==> src/ack_retransmit_tracker_macros.svh <==
// Assertion macros used by the tracker sequencer RTL.
`ifndef ACK_RETRANSMIT_TRACKER_MACROS_SVH
`define ACK_RETRANSMIT_TRACKER_MACROS_SVH

`ifndef SYNTHESIS

// Check a property while out of reset.
`define ART_ASSERT(lbl, clk, rst_n, prop) \
  lbl: assert property (@(posedge clk) disable iff (!rst_n) prop) \
    else $error("tracker assertion violated");

// Check a property at every edge, reset included.
`define ART_ASSERT_ALWAYS(lbl, clk, prop) \
  lbl: assert property (@(posedge clk) prop) \
    else $error("tracker assertion violated");

`else

`define ART_ASSERT(lbl, clk, rst_n, prop)
`define ART_ASSERT_ALWAYS(lbl, clk, prop)

`endif

`endif

==> src/art_pkg.sv <==
// Types and constants of the acknowledgement retransmit tracker.
package art_pkg;

  localparam int unsigned TIME_W  = 32;
  localparam int unsigned ADDR_W  = 8;
  localparam int unsigned CRC_W   = 16;
  localparam int unsigned TAG_W   = 8;
  localparam int unsigned CNT_W   = 8;
  localparam int unsigned IVL_W   = 16;
  localparam int unsigned OIDX_W  = 4;
  localparam int unsigned STEP_W  = IVL_W + CNT_W;
  localparam int unsigned APB_AW  = 3;
  localparam int unsigned APB_DW  = 32;

  localparam logic [IVL_W-1:0] IVL_RESET = 16'd1000;

  // Register offsets
  localparam logic [APB_AW-1:0] REG_RETRY_INTERVAL = 3'd0;

  // Operation codes of an input word
  typedef enum logic [1:0] {
    OP_RECORD = 2'd0,
    OP_ACK    = 2'd1,
    OP_TIME   = 2'd2
  } op_e;

  typedef enum logic [1:0] {
    ST_IDLE,
    ST_SCAN,
    ST_FLUSH
  } state_e;

  typedef struct packed {
    logic [1:0]        operation;
    logic [TIME_W-1:0] now_ms;
    logic [ADDR_W-1:0] frame_source;
    logic [ADDR_W-1:0] frame_destination;
    logic [CRC_W-1:0]  frame_crc;
    logic              ack_requested;
    logic [TAG_W-1:0]  frame_tag;
  } in_word_t;

  typedef struct packed {
    logic [TAG_W-1:0]  resend_tag;
    logic [OIDX_W-1:0] entry_index;
    logic [CNT_W-1:0]  send_count;
    logic              last;
  } out_word_t;

  // One stack entry; count of zero marks a free entry
  typedef struct packed {
    logic [ADDR_W-1:0] source;
    logic [ADDR_W-1:0] destination;
    logic [CRC_W-1:0]  crc;
    logic [TAG_W-1:0]  tag;
    logic [TIME_W-1:0] expiry;
    logic [CNT_W-1:0]  count;
  } entry_t;

  // Memory commands from the sequencer
  typedef struct packed {
    logic push;
    logic rd_en;
    logic wr_en;
  } mem_ctl_t;

endpackage

==> src/art_chan_if.sv <==
// Valid/ready channel carrying one word per handshake.
interface art_chan_if #(
  parameter type word_t = logic
);
  logic  valid;
  logic  ready;
  word_t data;

  modport source (output valid, output data, input ready);
  modport sink   (input valid, input data, output ready);
endinterface

==> src/art_entry_mem.sv <==
// Entry memory: circular shift stack with one read and one write port.
module art_entry_mem #(
  parameter int unsigned ENTRIES = 4,
  parameter int unsigned IW      = 2
) (
  input  logic                  clk_i,
  input  logic                  rst_ni,
  input  art_pkg::mem_ctl_t     ctl_i,
  input  logic [IW-1:0]         rd_idx_i,
  input  logic [IW-1:0]         wr_idx_i,
  input  art_pkg::entry_t       wr_data_i,
  output art_pkg::entry_t       rd_data_o
);

  art_pkg::entry_t mem_q [ENTRIES];
  logic [ENTRIES-1:0] vld_q;
  logic [IW-1:0] head_q, head_d;
  logic [IW-1:0] rd_phys, wr_phys, wa;
  art_pkg::entry_t rd_q;
  logic rd_vld_q;

  // Logical stack position to physical row
  function automatic logic [IW-1:0] to_phys(logic [IW-1:0] head, logic [IW-1:0] idx);
    logic [IW:0] sum;
    sum = {1'b0, head} + {1'b0, idx};
    if (sum >= (IW+1)'(ENTRIES)) begin
      sum = sum - (IW+1)'(ENTRIES);
    end
    return sum[IW-1:0];
  endfunction

  // A push moves the top one row back; the oldest row is overwritten
  always_comb begin
    if (head_q == '0) begin
      head_d = IW'(ENTRIES - 1);
    end else begin
      head_d = head_q - 1'b1;
    end
  end

  assign rd_phys = to_phys(head_q, rd_idx_i);
  assign wr_phys = to_phys(head_q, wr_idx_i);
  assign wa      = ctl_i.push ? head_d : wr_phys;

  always_ff @(posedge clk_i or negedge rst_ni) begin
    if (!rst_ni) begin
      head_q   <= '0;
      vld_q    <= '0;
      rd_vld_q <= 1'b0;
    end else begin
      if (ctl_i.push) begin
        head_q <= head_d;
      end
      if (ctl_i.push || ctl_i.wr_en) begin
        vld_q[wa] <= 1'b1;
      end
      if (ctl_i.rd_en) begin
        rd_vld_q <= vld_q[rd_phys];
      end
    end
  end

  // Storage rows and registered read
  always_ff @(posedge clk_i) begin
    if (ctl_i.push || ctl_i.wr_en) begin
      mem_q[wa] <= wr_data_i;
    end
    if (ctl_i.rd_en) begin
      rd_q <= mem_q[rd_phys];
    end
  end

  // Rows never written read as the reset value
  assign rd_data_o = rd_vld_q ? rd_q : '0;

endmodule

==> src/art_ctrl.sv <==
// Sequencer: walks the stack for acks and time checks and stages resend words.
`include "ack_retransmit_tracker_macros.svh"

module art_ctrl #(
  parameter int unsigned ENTRIES = 4,
  parameter int unsigned IW      = 2
) (
  input  logic                        clk_i,
  input  logic                        rst_ni,
  input  logic [art_pkg::IVL_W-1:0]   interval_i,
  art_chan_if.sink                    in_i,
  art_chan_if.source                  out_o,
  output art_pkg::mem_ctl_t           mem_ctl_o,
  output logic [IW-1:0]               rd_idx_o,
  output logic [IW-1:0]               wr_idx_o,
  output art_pkg::entry_t             wr_data_o,
  input  art_pkg::entry_t             rd_data_i
);

  art_pkg::state_e state_q, state_d;
  logic [IW-1:0] idx_q;
  logic time_q;
  logic [art_pkg::ADDR_W-1:0] src_q, dst_q;
  logic [art_pkg::CRC_W-1:0]  crc_q;
  logic [art_pkg::TIME_W-1:0] now_q;
  logic pend_vld_q, out_vld_q;
  art_pkg::out_word_t pend_q, out_q;

  logic accept, is_scan_op, is_push;
  logic is_last, ack_hit, expired, emit, stall, advance, out_free;
  logic move_scan, move_flush;
  logic [art_pkg::STEP_W-1:0] step;
  logic [art_pkg::CNT_W-1:0] cnt_inc;
  art_pkg::entry_t mod_entry, rec_entry;
  art_pkg::out_word_t new_word;

  assign accept = in_i.valid && in_i.ready;

  // Decode the incoming operation
  always_comb begin
    is_scan_op = 1'b0;
    is_push    = 1'b0;
    unique case (in_i.data.operation)
      art_pkg::OP_RECORD: is_push    = in_i.data.ack_requested;
      art_pkg::OP_ACK:    is_scan_op = 1'b1;
      art_pkg::OP_TIME:   is_scan_op = 1'b1;
      default:            is_scan_op = 1'b0;
    endcase
  end

  // Per-entry evaluation on the registered read word
  assign is_last  = (idx_q == IW'(ENTRIES - 1));
  assign ack_hit  = (rd_data_i.count != '0) && (rd_data_i.destination == src_q) &&
                    (rd_data_i.source == dst_q) && (rd_data_i.crc == crc_q);
  assign expired  = (rd_data_i.count != '0) && (rd_data_i.expiry < now_q);
  assign step     = art_pkg::STEP_W'(interval_i) * art_pkg::STEP_W'(rd_data_i.count);
  assign cnt_inc  = rd_data_i.count + 1'b1;
  assign out_free = !out_vld_q || out_o.ready;

  assign emit       = (state_q == art_pkg::ST_SCAN) && time_q && expired;
  assign stall      = emit && pend_vld_q && !out_free;
  assign advance    = (state_q == art_pkg::ST_SCAN) && !stall;
  assign move_scan  = emit && pend_vld_q && !stall;
  assign move_flush = (state_q == art_pkg::ST_FLUSH) && pend_vld_q && out_free;

  // Rewritten entry: reschedule on time check, free on ack
  always_comb begin
    mod_entry = rd_data_i;
    if (time_q) begin
      mod_entry.expiry = now_q + art_pkg::TIME_W'(step);
      mod_entry.count  = cnt_inc;
    end else begin
      mod_entry.expiry = '0;
      mod_entry.count  = '0;
    end
  end

  // New top entry of a record
  always_comb begin
    rec_entry.source      = in_i.data.frame_source;
    rec_entry.destination = in_i.data.frame_destination;
    rec_entry.crc         = in_i.data.frame_crc;
    rec_entry.tag         = in_i.data.frame_tag;
    rec_entry.expiry      = in_i.data.now_ms + art_pkg::TIME_W'(interval_i);
    rec_entry.count       = art_pkg::CNT_W'(1);
  end

  always_comb begin
    new_word.resend_tag  = rd_data_i.tag;
    new_word.entry_index = art_pkg::OIDX_W'(idx_q);
    new_word.send_count  = cnt_inc;
    new_word.last        = 1'b0;
  end

  // Next state
  always_comb begin
    state_d = state_q;
    unique case (state_q)
      art_pkg::ST_IDLE: begin
        if (accept && is_scan_op) begin
          state_d = art_pkg::ST_SCAN;
        end
      end
      art_pkg::ST_SCAN: begin
        if (advance && is_last) begin
          state_d = time_q ? art_pkg::ST_FLUSH : art_pkg::ST_IDLE;
        end
      end
      art_pkg::ST_FLUSH: begin
        if (!pend_vld_q || out_free) begin
          state_d = art_pkg::ST_IDLE;
        end
      end
      default: state_d = art_pkg::ST_IDLE;
    endcase
  end

  // Outputs: handshake and memory commands
  always_comb begin
    in_i.ready      = (state_q == art_pkg::ST_IDLE);
    mem_ctl_o.push  = accept && is_push;
    mem_ctl_o.rd_en = (accept && is_scan_op) || (advance && !is_last);
    mem_ctl_o.wr_en = advance && (time_q ? expired : ack_hit);
    rd_idx_o        = (state_q == art_pkg::ST_IDLE) ? '0 : IW'(idx_q + 1'b1);
    wr_idx_o        = idx_q;
    wr_data_o       = (state_q == art_pkg::ST_IDLE) ? rec_entry : mod_entry;
  end

  assign out_o.valid = out_vld_q;
  assign out_o.data  = out_q;

  // Control registers
  always_ff @(posedge clk_i or negedge rst_ni) begin
    if (!rst_ni) begin
      state_q    <= art_pkg::ST_IDLE;
      idx_q      <= '0;
      time_q     <= 1'b0;
      pend_vld_q <= 1'b0;
      out_vld_q  <= 1'b0;
    end else begin
      state_q <= state_d;
      if (accept) begin
        idx_q  <= '0;
        time_q <= (in_i.data.operation == art_pkg::OP_TIME);
      end else if (advance && !is_last) begin
        idx_q <= IW'(idx_q + 1'b1);
      end
      // Held resend word: its last flag is known only when the next one shows
      if (advance && emit) begin
        pend_vld_q <= 1'b1;
      end else if (move_flush) begin
        pend_vld_q <= 1'b0;
      end
      if (move_scan || move_flush) begin
        out_vld_q <= 1'b1;
      end else if (out_o.ready) begin
        out_vld_q <= 1'b0;
      end
    end
  end

  // Payload registers
  always_ff @(posedge clk_i) begin
    if (accept) begin
      src_q <= in_i.data.frame_source;
      dst_q <= in_i.data.frame_destination;
      crc_q <= in_i.data.frame_crc;
      now_q <= in_i.data.now_ms;
    end
    if (advance && emit) begin
      pend_q <= new_word;
    end
    if (move_scan) begin
      out_q <= pend_q;
    end else if (move_flush) begin
      out_q <= '{resend_tag:  pend_q.resend_tag,
                 entry_index: pend_q.entry_index,
                 send_count:  pend_q.send_count,
                 last:        1'b1};
    end
  end

  // Nothing is held back once the block is idle
  `ART_ASSERT_ALWAYS(a_idle_no_pend, clk_i, (state_q == art_pkg::ST_IDLE) |-> !pend_vld_q)
  // Read and write-back of one cycle never touch the same entry
  `ART_ASSERT(a_no_rw_clash, clk_i, rst_ni, (mem_ctl_o.rd_en && mem_ctl_o.wr_en) |-> (rd_idx_o != wr_idx_o))
  // An acknowledgement walk never produces resend words
  `ART_ASSERT(a_ack_silent, clk_i, rst_ni, ((state_q == art_pkg::ST_SCAN) && !time_q) |-> !pend_vld_q)
  // The final word leaves as soon as the output stage has room
  `ART_ASSERT(a_flush_done, clk_i, rst_ni, ((state_q == art_pkg::ST_FLUSH) && out_free) |=> (state_q == art_pkg::ST_IDLE))

endmodule

==> src/ack_retransmit_tracker.sv <==
// Acknowledgement retransmit tracker: top level with register port.
// Tracks up to ENTRIES sent frames awaiting acknowledgement in a single-port-read
// entry memory organized as a circular shift stack. Acknowledgement words and
// time checks walk the entries one per cycle, a time check pausing while the
// output side stalls, through the memory's single read port, writing changed
// entries back behind the read; no new word is taken until the block is idle.
// Resend words come out in stack order, the final one of a time check flagged
// with last. Reset state is held by per-entry valid bits, so no clearing pass is
// needed. retry_interval_ms lives at byte address 0 of the register port.
module ack_retransmit_tracker #(
  parameter int unsigned ENTRIES = 4
) (
  input  logic                        clk_i,
  input  logic                        rst_ni,
  art_chan_if.sink                    in_i,
  art_chan_if.source                  out_o,
  input  logic                        psel,
  input  logic                        penable,
  input  logic                        pwrite,
  input  logic [art_pkg::APB_AW-1:0]  paddr,
  input  logic [art_pkg::APB_DW-1:0]  pwdata,
  output logic [art_pkg::APB_DW-1:0]  prdata,
  output logic                        pready
);

  localparam int unsigned IW = (ENTRIES > 1) ? $clog2(ENTRIES) : 1;

  logic [art_pkg::IVL_W-1:0] interval_q;
  logic reg_hit;
  art_pkg::mem_ctl_t mem_ctl;
  logic [IW-1:0] rd_idx, wr_idx;
  art_pkg::entry_t wr_data, rd_data;

  // Register port
  assign pready  = 1'b1;
  assign reg_hit = (paddr == art_pkg::REG_RETRY_INTERVAL);
  assign prdata  = reg_hit ? art_pkg::APB_DW'(interval_q) : '0;

  always_ff @(posedge clk_i or negedge rst_ni) begin
    if (!rst_ni) begin
      interval_q <= art_pkg::IVL_RESET;
    end else if (psel && penable && pwrite && pready && reg_hit) begin
      interval_q <= pwdata[art_pkg::IVL_W-1:0];
    end
  end

  art_ctrl #(
    .ENTRIES (ENTRIES),
    .IW      (IW)
  ) u_ctrl (
    .clk_i      (clk_i),
    .rst_ni     (rst_ni),
    .interval_i (interval_q),
    .in_i       (in_i),
    .out_o      (out_o),
    .mem_ctl_o  (mem_ctl),
    .rd_idx_o   (rd_idx),
    .wr_idx_o   (wr_idx),
    .wr_data_o  (wr_data),
    .rd_data_i  (rd_data)
  );

  art_entry_mem #(
    .ENTRIES (ENTRIES),
    .IW      (IW)
  ) u_mem (
    .clk_i     (clk_i),
    .rst_ni    (rst_ni),
    .ctl_i     (mem_ctl),
    .rd_idx_i  (rd_idx),
    .wr_idx_i  (wr_idx),
    .wr_data_i (wr_data),
    .rd_data_o (rd_data)
  );

endmodule

==> src/flat_wrapper.sv <==
// flat-port wrapper written by rule: the top's interface ports become plain ports
module ack_retransmit_tracker_flat import art_pkg::*;
#(
  parameter int unsigned ENTRIES = 4
)
  (clk_i, rst_ni, psel, penable, pwrite, paddr, pwdata, prdata, pready, in_i_valid, in_i_data, in_i_ready, out_o_valid, out_o_data, out_o_ready);
  art_chan_if #(.word_t(in_word_t)) in_i_i ();
  art_chan_if #(.word_t(out_word_t)) out_o_i ();
  input  logic clk_i;
  input  logic rst_ni;
  input  logic psel;
  input  logic penable;
  input  logic pwrite;
  input  logic [art_pkg::APB_AW-1:0] paddr;
  input  logic [art_pkg::APB_DW-1:0] pwdata;
  output logic [art_pkg::APB_DW-1:0] prdata;
  output logic pready;
  input wire logic [$bits(in_i_i.valid)-1:0] in_i_valid;
  input wire logic [$bits(in_i_i.data)-1:0] in_i_data;
  output wire logic [$bits(in_i_i.ready)-1:0] in_i_ready;
  output wire logic [$bits(out_o_i.valid)-1:0] out_o_valid;
  output wire logic [$bits(out_o_i.data)-1:0] out_o_data;
  input wire logic [$bits(out_o_i.ready)-1:0] out_o_ready;
  assign in_i_i.valid = in_i_valid;
  assign in_i_i.data = in_i_data;
  assign in_i_ready = in_i_i.ready;
  assign out_o_valid = out_o_i.valid;
  assign out_o_data = out_o_i.data;
  assign out_o_i.ready = out_o_ready;
  ack_retransmit_tracker #(.ENTRIES(ENTRIES)) u_core (.clk_i(clk_i), .rst_ni(rst_ni), .in_i(in_i_i), .out_o(out_o_i), .psel(psel), .penable(penable), .pwrite(pwrite), .paddr(paddr), .pwdata(pwdata), .prdata(prdata), .pready(pready));
endmodule
==> config.mk <==
export PLATFORM = sky130hd
export DESIGN_NAME = ack_retransmit_tracker_flat
export DESIGN_NICKNAME = d
export VERILOG_FILES = /design/src/art_pkg.sv /design/src/art_chan_if.sv /design/src/art_entry_mem.sv /design/src/art_ctrl.sv /design/src/ack_retransmit_tracker.sv /design/src/flat_wrapper.sv
export VERILOG_INCLUDE_DIRS = /design/src /design/src/src
export SDC_FILE = /design/constraint.sdc
export NUM_CORES = 1
export LEC_CHECK = 0
export ABC_AREA = 1
export BUFFER_PORTS_ARGS = -buffer_cell sky130_fd_sc_hd__clkbuf_2
export CORE_MARGIN = 2
export CORE_UTILIZATION = 50
export CTS_CLUSTER_SIZE = 14
export DETAILED_ROUTE_END_ITERATION = 7
export PLACE_DENSITY = 0.8
export SLEW_MARGIN = 20
export SYNTH_ARGS = -nofsm -noshare
export SYNTH_HDL_FRONTEND = slang
export SYNTH_SLANG_ARGS = --single-unit
==> constraint.sdc <==
create_clock -name clk_i -period 5 [get_ports clk_i]
set_input_delay 0.5 -clock clk_i [delete_from_list [all_inputs] [get_ports clk_i]]
set_output_delay 0.5 -clock clk_i [all_outputs]
set_load 0.01 [all_outputs]
==> results of run 1 <==
[synth_stat cells, drive strengths merged (15+ instances only)]
master and n:
ha 104, mux2i 80, edfxtp 501, a21oi 78, nand2 365, inv 320
nand3 50, xor2 30, fa 107, xnor2 27, nor2 182, clkbuf 51
nor3 15, o211ai 83, o21ai 213, buf 49, or2 84, dfrtp 24
[cell families (layout without fill, tap and decap cells)]
family / after synthesis / after routing / synth area share [%]
AOI/OAI and AO/OA: 407 / 407 / 8.54
xor gates and xnor gates: 57 / 57 / 1.80
adders and majority gates: 211 / 211 / 12.4
buffers and inverters: 421 / 700 / 6.22
DFF: 531 / 531 / 57.0
muxes: 80 / 80 / 2.89
other: 2 / 20 / 0.0271
and+or+nand+nor: 712 / 712 / 11.1
[registers in the layout, indices dropped and copies added (netlist names), 4 cells and up]
signal and cells:
u_core.u_ctrl.out_o.data 19, u_core.u_ctrl.now_q 32, u_core.u_mem.mem_q 320, u_core.interval_q 16, u_core.u_mem.vld_q 4, u_core.u_mem.rd_q 80, u_core.u_ctrl.src_q 8, u_core.u_ctrl.dst_q 8
u_core.u_ctrl.pend_q 18, u_core.u_ctrl.crc_q 16
[layout make-up]
cell class / instances / area [sq um] / share of cell area, %
multi-input cells: 1486 / 11000 / 33.7
repair buffers: 281 / 2050 / 6.24
inverters: 321 / 1230 / 3.75
well taps: 748 / 936 / 2.85
diodes: 1 / 2.50 / 0.00762
flip-flops and latches: 531 / 15800 / 48.1
clock buffers: 64 / 1370 / 4.16
clock inverters: 33 / 384 / 1.17
repair inverters: 1 / 8.76 / 0.0267
[per-layer routing]
metal	up-vias	track usage, %	wire length [um]	share of wire [%]
met5	-	0	15	0.022
met4	2	7.80	1910	2.8
met3	146	4.18	5650	8.2
met2	820	41.1	33800	49
met1	9424	31.3	27600	40
li1	8722	-	-	-
[critical path, delay by kind of cell (launching register included)]
| family | cells | cell delay (ns) |
|---|---|---|
| xor gates and xnor gates | 1 | 0.13 |
| buffers and inverters | 8 | 0.80 |
| adders and majority gates | 5 | 2.39 |
| AOI/OAI and AO/OA | 3 | 0.68 |
| DFF | 1 | 0.49 |
| and+or+nand+nor | 4 | 0.24 |
[metrics by stage]
stage | setup slack (ns) | cells | area, sq um | utilization [%]
after floorplan | 0.0284 | 2438 | 27800 | -
after global placement | -0.243 | 3350 | 30100 | 54.8
after detailed placement | -0.290 | 3350 | 30100 | 54.8
after CTS | -0.0290 | 3456 | 32300 | 58.8
after global routing | -0.278 | 3465 | 32800 | 59.7
final | -0.0755 | 3466 | 32800 | 59.7
[how the worst min path moves through the flow]
stage,startpoint,end,cells after the start,slack (ns)
after floorplan,rst_ni,u_core.interval_q[0],0,0.20
after global placement,u_core.u_ctrl.pend_q[15],u_core.u_ctrl.out_o.data[15],0,0.40
after detailed placement,u_core.u_ctrl.pend_q[14],u_core.u_ctrl.out_o.data[14],0,0.40
after CTS,rst_ni,u_core.interval_q[0],1,0.01
after global routing,in_i_data[15],u_core.u_ctrl.crc_q[6],1,0.06
final,rst_ni,u_core.interval_q[10],1,0.02
[timing repair]
item | in CTS | in global routing
pin swaps | 34 | 58
resized for setup | 81 | 133
endpoints found under the setup margin | 88 | 88
gates cloned | 0 | 1
buffers inserted | 9 | 11
[cell usage in the layout, fill, tap and decap left out, drive strengths merged, types with 15 or more instances in the layout]
| cell type | instances |
|---|---|
| mux2i | 80 |
| nand3 | 50 |
| xor2 | 30 |
| clkbuf | 201 |
| dfrtp | 24 |
| inv | 318 |
| nand2 | 365 |
| fa | 107 |
| nor3 | 15 |
| or2 | 84 |
| xnor2 | 27 |
| o211ai | 83 |
| buf | 144 |
| ha | 104 |
| a21oi | 78 |
| nor2 | 182 |
| conb | 19 |
| clkinv | 27 |
| edfxtp | 501 |
| o21ai | 213 |
==> impl_results.md, run 1 <==
- Status: finished with violations
- Failing checks: negative setup slack
- Vias: 19100
- Final hold vios: 0
- Reg2reg end: u_core.u_mem.mem_q[1][25]
- Setup crit end kind: flop
- Final setup violating endpoints: 20
- CTS tree: done
- Cells after Synth: about 2400
- DRT Wirelength: approximately 70 mm
- Core footprint: 55000 sq um
- Hold buffers post-CTS: 0
- Htree depth: 2
- Crit-path cells: buf_6 > buf_6 > nand2_8 > buf_8 > nor2_2 > fa_2 > fa_2 > fa_1 > inv_2 > fa_1 > inv_2 > ha_4 > buf_6 > nand2_4 > nor2_4 > inv_2 > o21bai_4 > a21oi_2 > buf_4 > xor2_1 > o22ai_1
- Synth Flop Type: edfxtp_1
- Max FO, Critical Path: 8
- Vias/cell: 5.51
- Critical Path AT: around 5.4 ns
- Fillers: between 4000 and 5000
- CP Launch Point: u_core.u_mem.rd_vld_q
- Synth Warn #: 0
- Largest net degree at the start of global routing: between 150 and 200
- Share of cells above drive strength 1: between 20% and 30%
- Synth area leaders: edfxtp_1 54%, fa_1 7.7%, nand2_1 4.8%
- Boundary pin count: between 150 and 200
- GRT Total Usage: between 20% and 30%
- Post-layout min period: about 5 ns
- Rel. slew slack: 26.2%
- Seq/Total Area, Yosys: 57.0%
- FF-to-FF Start: u_core.u_mem.rd_vld_q
- Sum Neg Setup Slack: -0.840 ns
- Hold WS: between 0.02 and 0.025 ns
- Row Count: 86
- TritonCTS buffer count: between 50 and 60
- Number of synthesized flops with an enable pin: ~500
- DRC viols: 0
- Final worst slack: -0.0755 ns
- Die W: 240 um
- CP Launch Type: flop
- Drt first-iter violations: between 1500 and 2000
- Fin. max-slew vios: 0
- CP Class: reg -> reg
- Slowest CP cell: fa_2
- Post-synth cell types: 56
- Clk_lat worst skew: around 0.62 ns
- First-pass DRT Iterations: 6
- Final nets: roughly 3000
- P&R area growth vs syn: 18.4%
- Initial Util: a little over 50%
- Max clock buf depth: 3
- Critical Path RT: 5.33 ns
- Average size of a mapped cell: about 11 sq um
- Final setup skew: 0.0407 ns
- Post-detail-place hpwl: ~46 mm
- Global route overflow: 0
- Vias in the first global route: ~20000
- ANT nets after route: 0
- Post-synthesis async set-or-reset flop share: 5.65%
- Reg-to-reg slack, setup: -0.08 ns
- Routability-driven placement congestion ratio: a little under 1
- CP max stage delay: between 0.5 and 0.6 ns
- Initial antenna violation count: 1
- Final worst-path cycle share: 102%
- Die Ht: around 240 um
- Fmax: a little under 0.2 GHz
- Synth top area share: roughly 54%
- Die Area: ~57000 sq um
- Clk pin slew, worst setup/hold paths: around 0.06 ns
- CTS sink cnt: around 530
- Clk root buf: clkbuf_16
- Mapped Area: around 28000 sq um
- Port Buffer Count: between 100 and 150
- Reg2Reg Depth: 21
- Max-Cap Viols: 0
- Worst-Margin Slew: ~1.1 ns
- Setup repair after global routing missed its margin: true
- Hold Path Class: in -> async
- Avg WL per Cell: approximately 20 um
- First-pass GRT wire length: roughly 110 mm
- Synth area leader: edfxtp_1
- Worst setup path endpoint: u_core.u_mem.mem_q[1][25]
- Total of flip-flops plus latches after synthesis: about 530
Power of run 1 is left out: the tool's default activity adds up to more than one toggle a clock period on the data nets, which glitch-free logic cannot reach.
==> run 2: changes to the inputs <==
--- a/config.mk
+++ b/config.mk
@@ -8,11 +8,11 @@
 export LEC_CHECK = 0
 export ABC_AREA = 1
 export BUFFER_PORTS_ARGS = -buffer_cell sky130_fd_sc_hd__clkbuf_2
-export CORE_MARGIN = 2
 export CORE_UTILIZATION = 50
 export CTS_CLUSTER_SIZE = 14
 export DETAILED_ROUTE_END_ITERATION = 7
 export PLACE_DENSITY = 0.8
+export RECOVER_POWER = 25
 export SLEW_MARGIN = 20
 export SYNTH_ARGS = -nofsm -noshare
 export SYNTH_HDL_FRONTEND = slang
==> run 2 against run 1 <==
Compared with the run above:
- the flow finishes with violations (max-capacitance violations, max-slew violations, negative setup slack)
- critical path depth increased by 2
- register-to-register slack about the same
- highest routed layer unchanged
- setup slack lost 0.0035 ns
- largest cell class unchanged
- flip-flop and latch count unchanged
- final cell count shrank 0.35%
- wire length is 0.51% lower
==> impl_results.md, run 2 (synthesis gave the netlist of run 1 again) <==
- ANT nets after route: 0 (unchanged)
- Commonest non-fill, non-tap cell in the layout: edfxtp_1
- Initial antenna violation count: 3 (+2)
- DRT Wirelength: 68.6 mm (-0.51%)
- Worst hold start: in_i_data[21]
- Status: finished with violations
- Htree depth: 2 (unchanged)
- Avg WL per Cell: 19.9 um (-0.17%)
- DRC viols: 0 (unchanged)
- Core Util, Final: 59.8% (+0.11 points)
- Failing checks: max-capacitance violations, max-slew violations, negative setup slack
- TritonCTS buffer count: 53 (unchanged)
- Largest net degree at the start of global routing: 165 (unchanged)
- Max-Cap Viols: 3 (+3)
- Final worst-path cycle share: 102% (about the same)
- Largest register FFs: 320 (unchanged)
- Most flops, register: u_core.u_mem.mem_q
- Global route overflow: 0 (unchanged)
- Vias: 19000 (-0.58%)
- Drt first-iter violations: 1734 (+7.4%)
- Clk root buf: clkbuf_16
- Boundary pin count: 173 (unchanged)
- CTS tree: done
- Slowest CP cell: fa_2
- Fmax: 0.197 GHz (about the same)
- Die Ht: 238 um (-0.83%)
- Met2 Use GR: 40.4% (-0.73 points)
- CP Launch Point: u_core.u_mem.rd_vld_q
- Sum Neg Setup Slack: -0.952 ns (-0.112 ns)
- Vias/cell: 5.50 (-0.24%)
- Max FO, Critical Path: 6 (-2)
- Fillers: 4169 (-0.95%)
- Crit-path cells: buf_12 > buf_8 > nand2_8 > buf_12 > nor2_1 > fa_2 > fa_1 > fa_1 > inv_1 > fa_1 > inv_1 > ha_4 > nand2_2 > nor2_2 > buf_4 > nand4_1 > nand3_2 > a21o_1 > nand2_2 > nand2_2 > o21ai_0 > o21ai_1 > nand2_2
- P&R area growth vs syn: 17.2%
- Routability-driven placement congestion ratio: 0.952 (-3.0%)
- Final hold vios: 0 (unchanged)
- Final setup skew: 0.0266 ns (-0.0141 ns)
- Met3 GRT Util: 3.84% (-0.34 points)
- Share of cells above drive strength 1: 18.3% (-4.7 points)
- Critical Path AT: 5.43 ns (+0.03 ns)
- Initial Util: 51.0% (+0.59 points)
- Hold Path Class: in -> reg
- CP max stage delay: 0.59 ns (about the same)
- Core footprint: 54300 sq um (-1.2%)
- Fin. max-slew vios: 102 (+102)
- Worst-Margin Slew: 1.96 ns (+0.858 ns)
- Die Area: 56400 sq um (-1.7%)
- CP Class: reg -> reg
- Most frequent cells in the layout: 501 x edfxtp_1, 328 x nand2_1, 299 x inv_1
- Clk_lat worst skew: 0.63 ns (about the same)
- Rel. slew slack: -30.7% (-57 points)
- Setup crit end kind: flop
- Biggest regs: u_core.u_mem.mem_q x320, u_core.u_mem.rd_q x80, u_core.u_ctrl.now_q x32
- Cell mode on critical path: nand2_2
- Critical Path RT: 5.35 ns (+0.02 ns)
- Port Buffer Count: 137 (unchanged)
- Max clock buf depth: 3 (unchanged)
- Vias in the first global route: 19500 (-0.92%)
- Final setup violating endpoints: 24 (+20%)
- Reg-to-reg slack, setup: -0.08 ns (about the same)
- CP Launch Type: flop
- Die W: 238 um (-0.83%)
- GRT Total Usage: 24.1% (about the same)
- Clk pin slew, worst setup/hold paths: 0.06 ns (about the same)
- Final worst slack: -0.0790 ns (-0.00353 ns)
- Post-detail-place hpwl: 45.6 mm (-1.3%)
- Row Count: 85 (-1.2%)
- Final nets: 3005 (+0.067%)
- Post-layout min period: 5.08 ns (+0.00353 ns)
- First-pass DRT Iterations: 6 (unchanged)
- Hold WS: 0.0622 ns (+0.0399 ns)
- CTS sink cnt: 531 (unchanged)
- Met1 Resource Use GR: 31.6% (+0.35 points)
- GR peak layer: met2
- First-pass GRT wire length: 104 mm (-1.7%)
- Setup repair after global routing missed its margin: true
- FF-to-FF Start: u_core.u_mem.rd_vld_q
==> run 2: worst paths after layout <==
path / endpoint / depth (start not counted)
min in group asynchronous: u_core.interval_q[4] / 2
worst min-delay path: u_core.u_ctrl.crc_q[12] / 1
max in group asynchronous: u_core.u_mem.rd_vld_q / 2
worst min register to register: u_core.u_ctrl.out_o.data[10] / 0
worst max register to register: u_core.u_mem.mem_q[0][38] / 23
worst max-delay path: u_core.u_mem.mem_q[0][38] / 23
==> run 2: worst max-delay path, delay by kind of cell, from the launching register on <==
kind / cells / cell delay (ns)
compound gates: 3 / 0.41
flops: 1 / 0.49
fa+ha+maj: 5 / 2.32
buf+inv: 6 / 0.69
simple gates: 9 / 0.86
==> run 2: cell type report <==
class / count / area (sq um) / share of cell area [%]
Clock inverter: 32 / 377 / 1.16
Inverter: 321 / 1220 / 3.77
Multi-Input combinational cell: 1486 / 10900 / 33.5
Antenna cell: 3 / 7.51 / 0.0231
Timing Repair Buffer: 282 / 1930 / 5.93
Timing Repair inverter: 2 / 13.8 / 0.0423
Sequential cell: 531 / 15800 / 48.6
Clock buffer: 58 / 1350 / 4.14
Tap cell: 739 / 925 / 2.84
==> run 2: repair_timing <==
action / CTS / global route
gates cloned: 1 / 3
pin swaps: 24 / 35
gates resized for setup: 77 / 76
hold buffers: 1 / 0
buffers inserted: 8 / 9
setup endpoints to repair: 88 / 88
endpoints found under the hold margin: 4 / 0
==> run 2: through the flow <==
| stage | instance area (sq um) | std cells | setup WS [ns] |
|---|---|---|---|
| CTS | 32300 | 3439 | 0.00607 |
| finish | 32500 | 3454 | -0.0790 |
| detailed placement | 30100 | 3339 | -0.339 |
| floorplan | 27800 | 2438 | 0.0284 |
| global route | 32500 | 3452 | -0.256 |
| global placement | 30100 | 3339 | -0.182 |
==> run 2: routing by layer <==
metal,share of wire (%),up-vias
li1,-,8704
met1,41,9352
met2,48,796
met3,7.6,149
met4,3.1,2
met5,0.017,-
Power of run 2 is left out for the same reason.
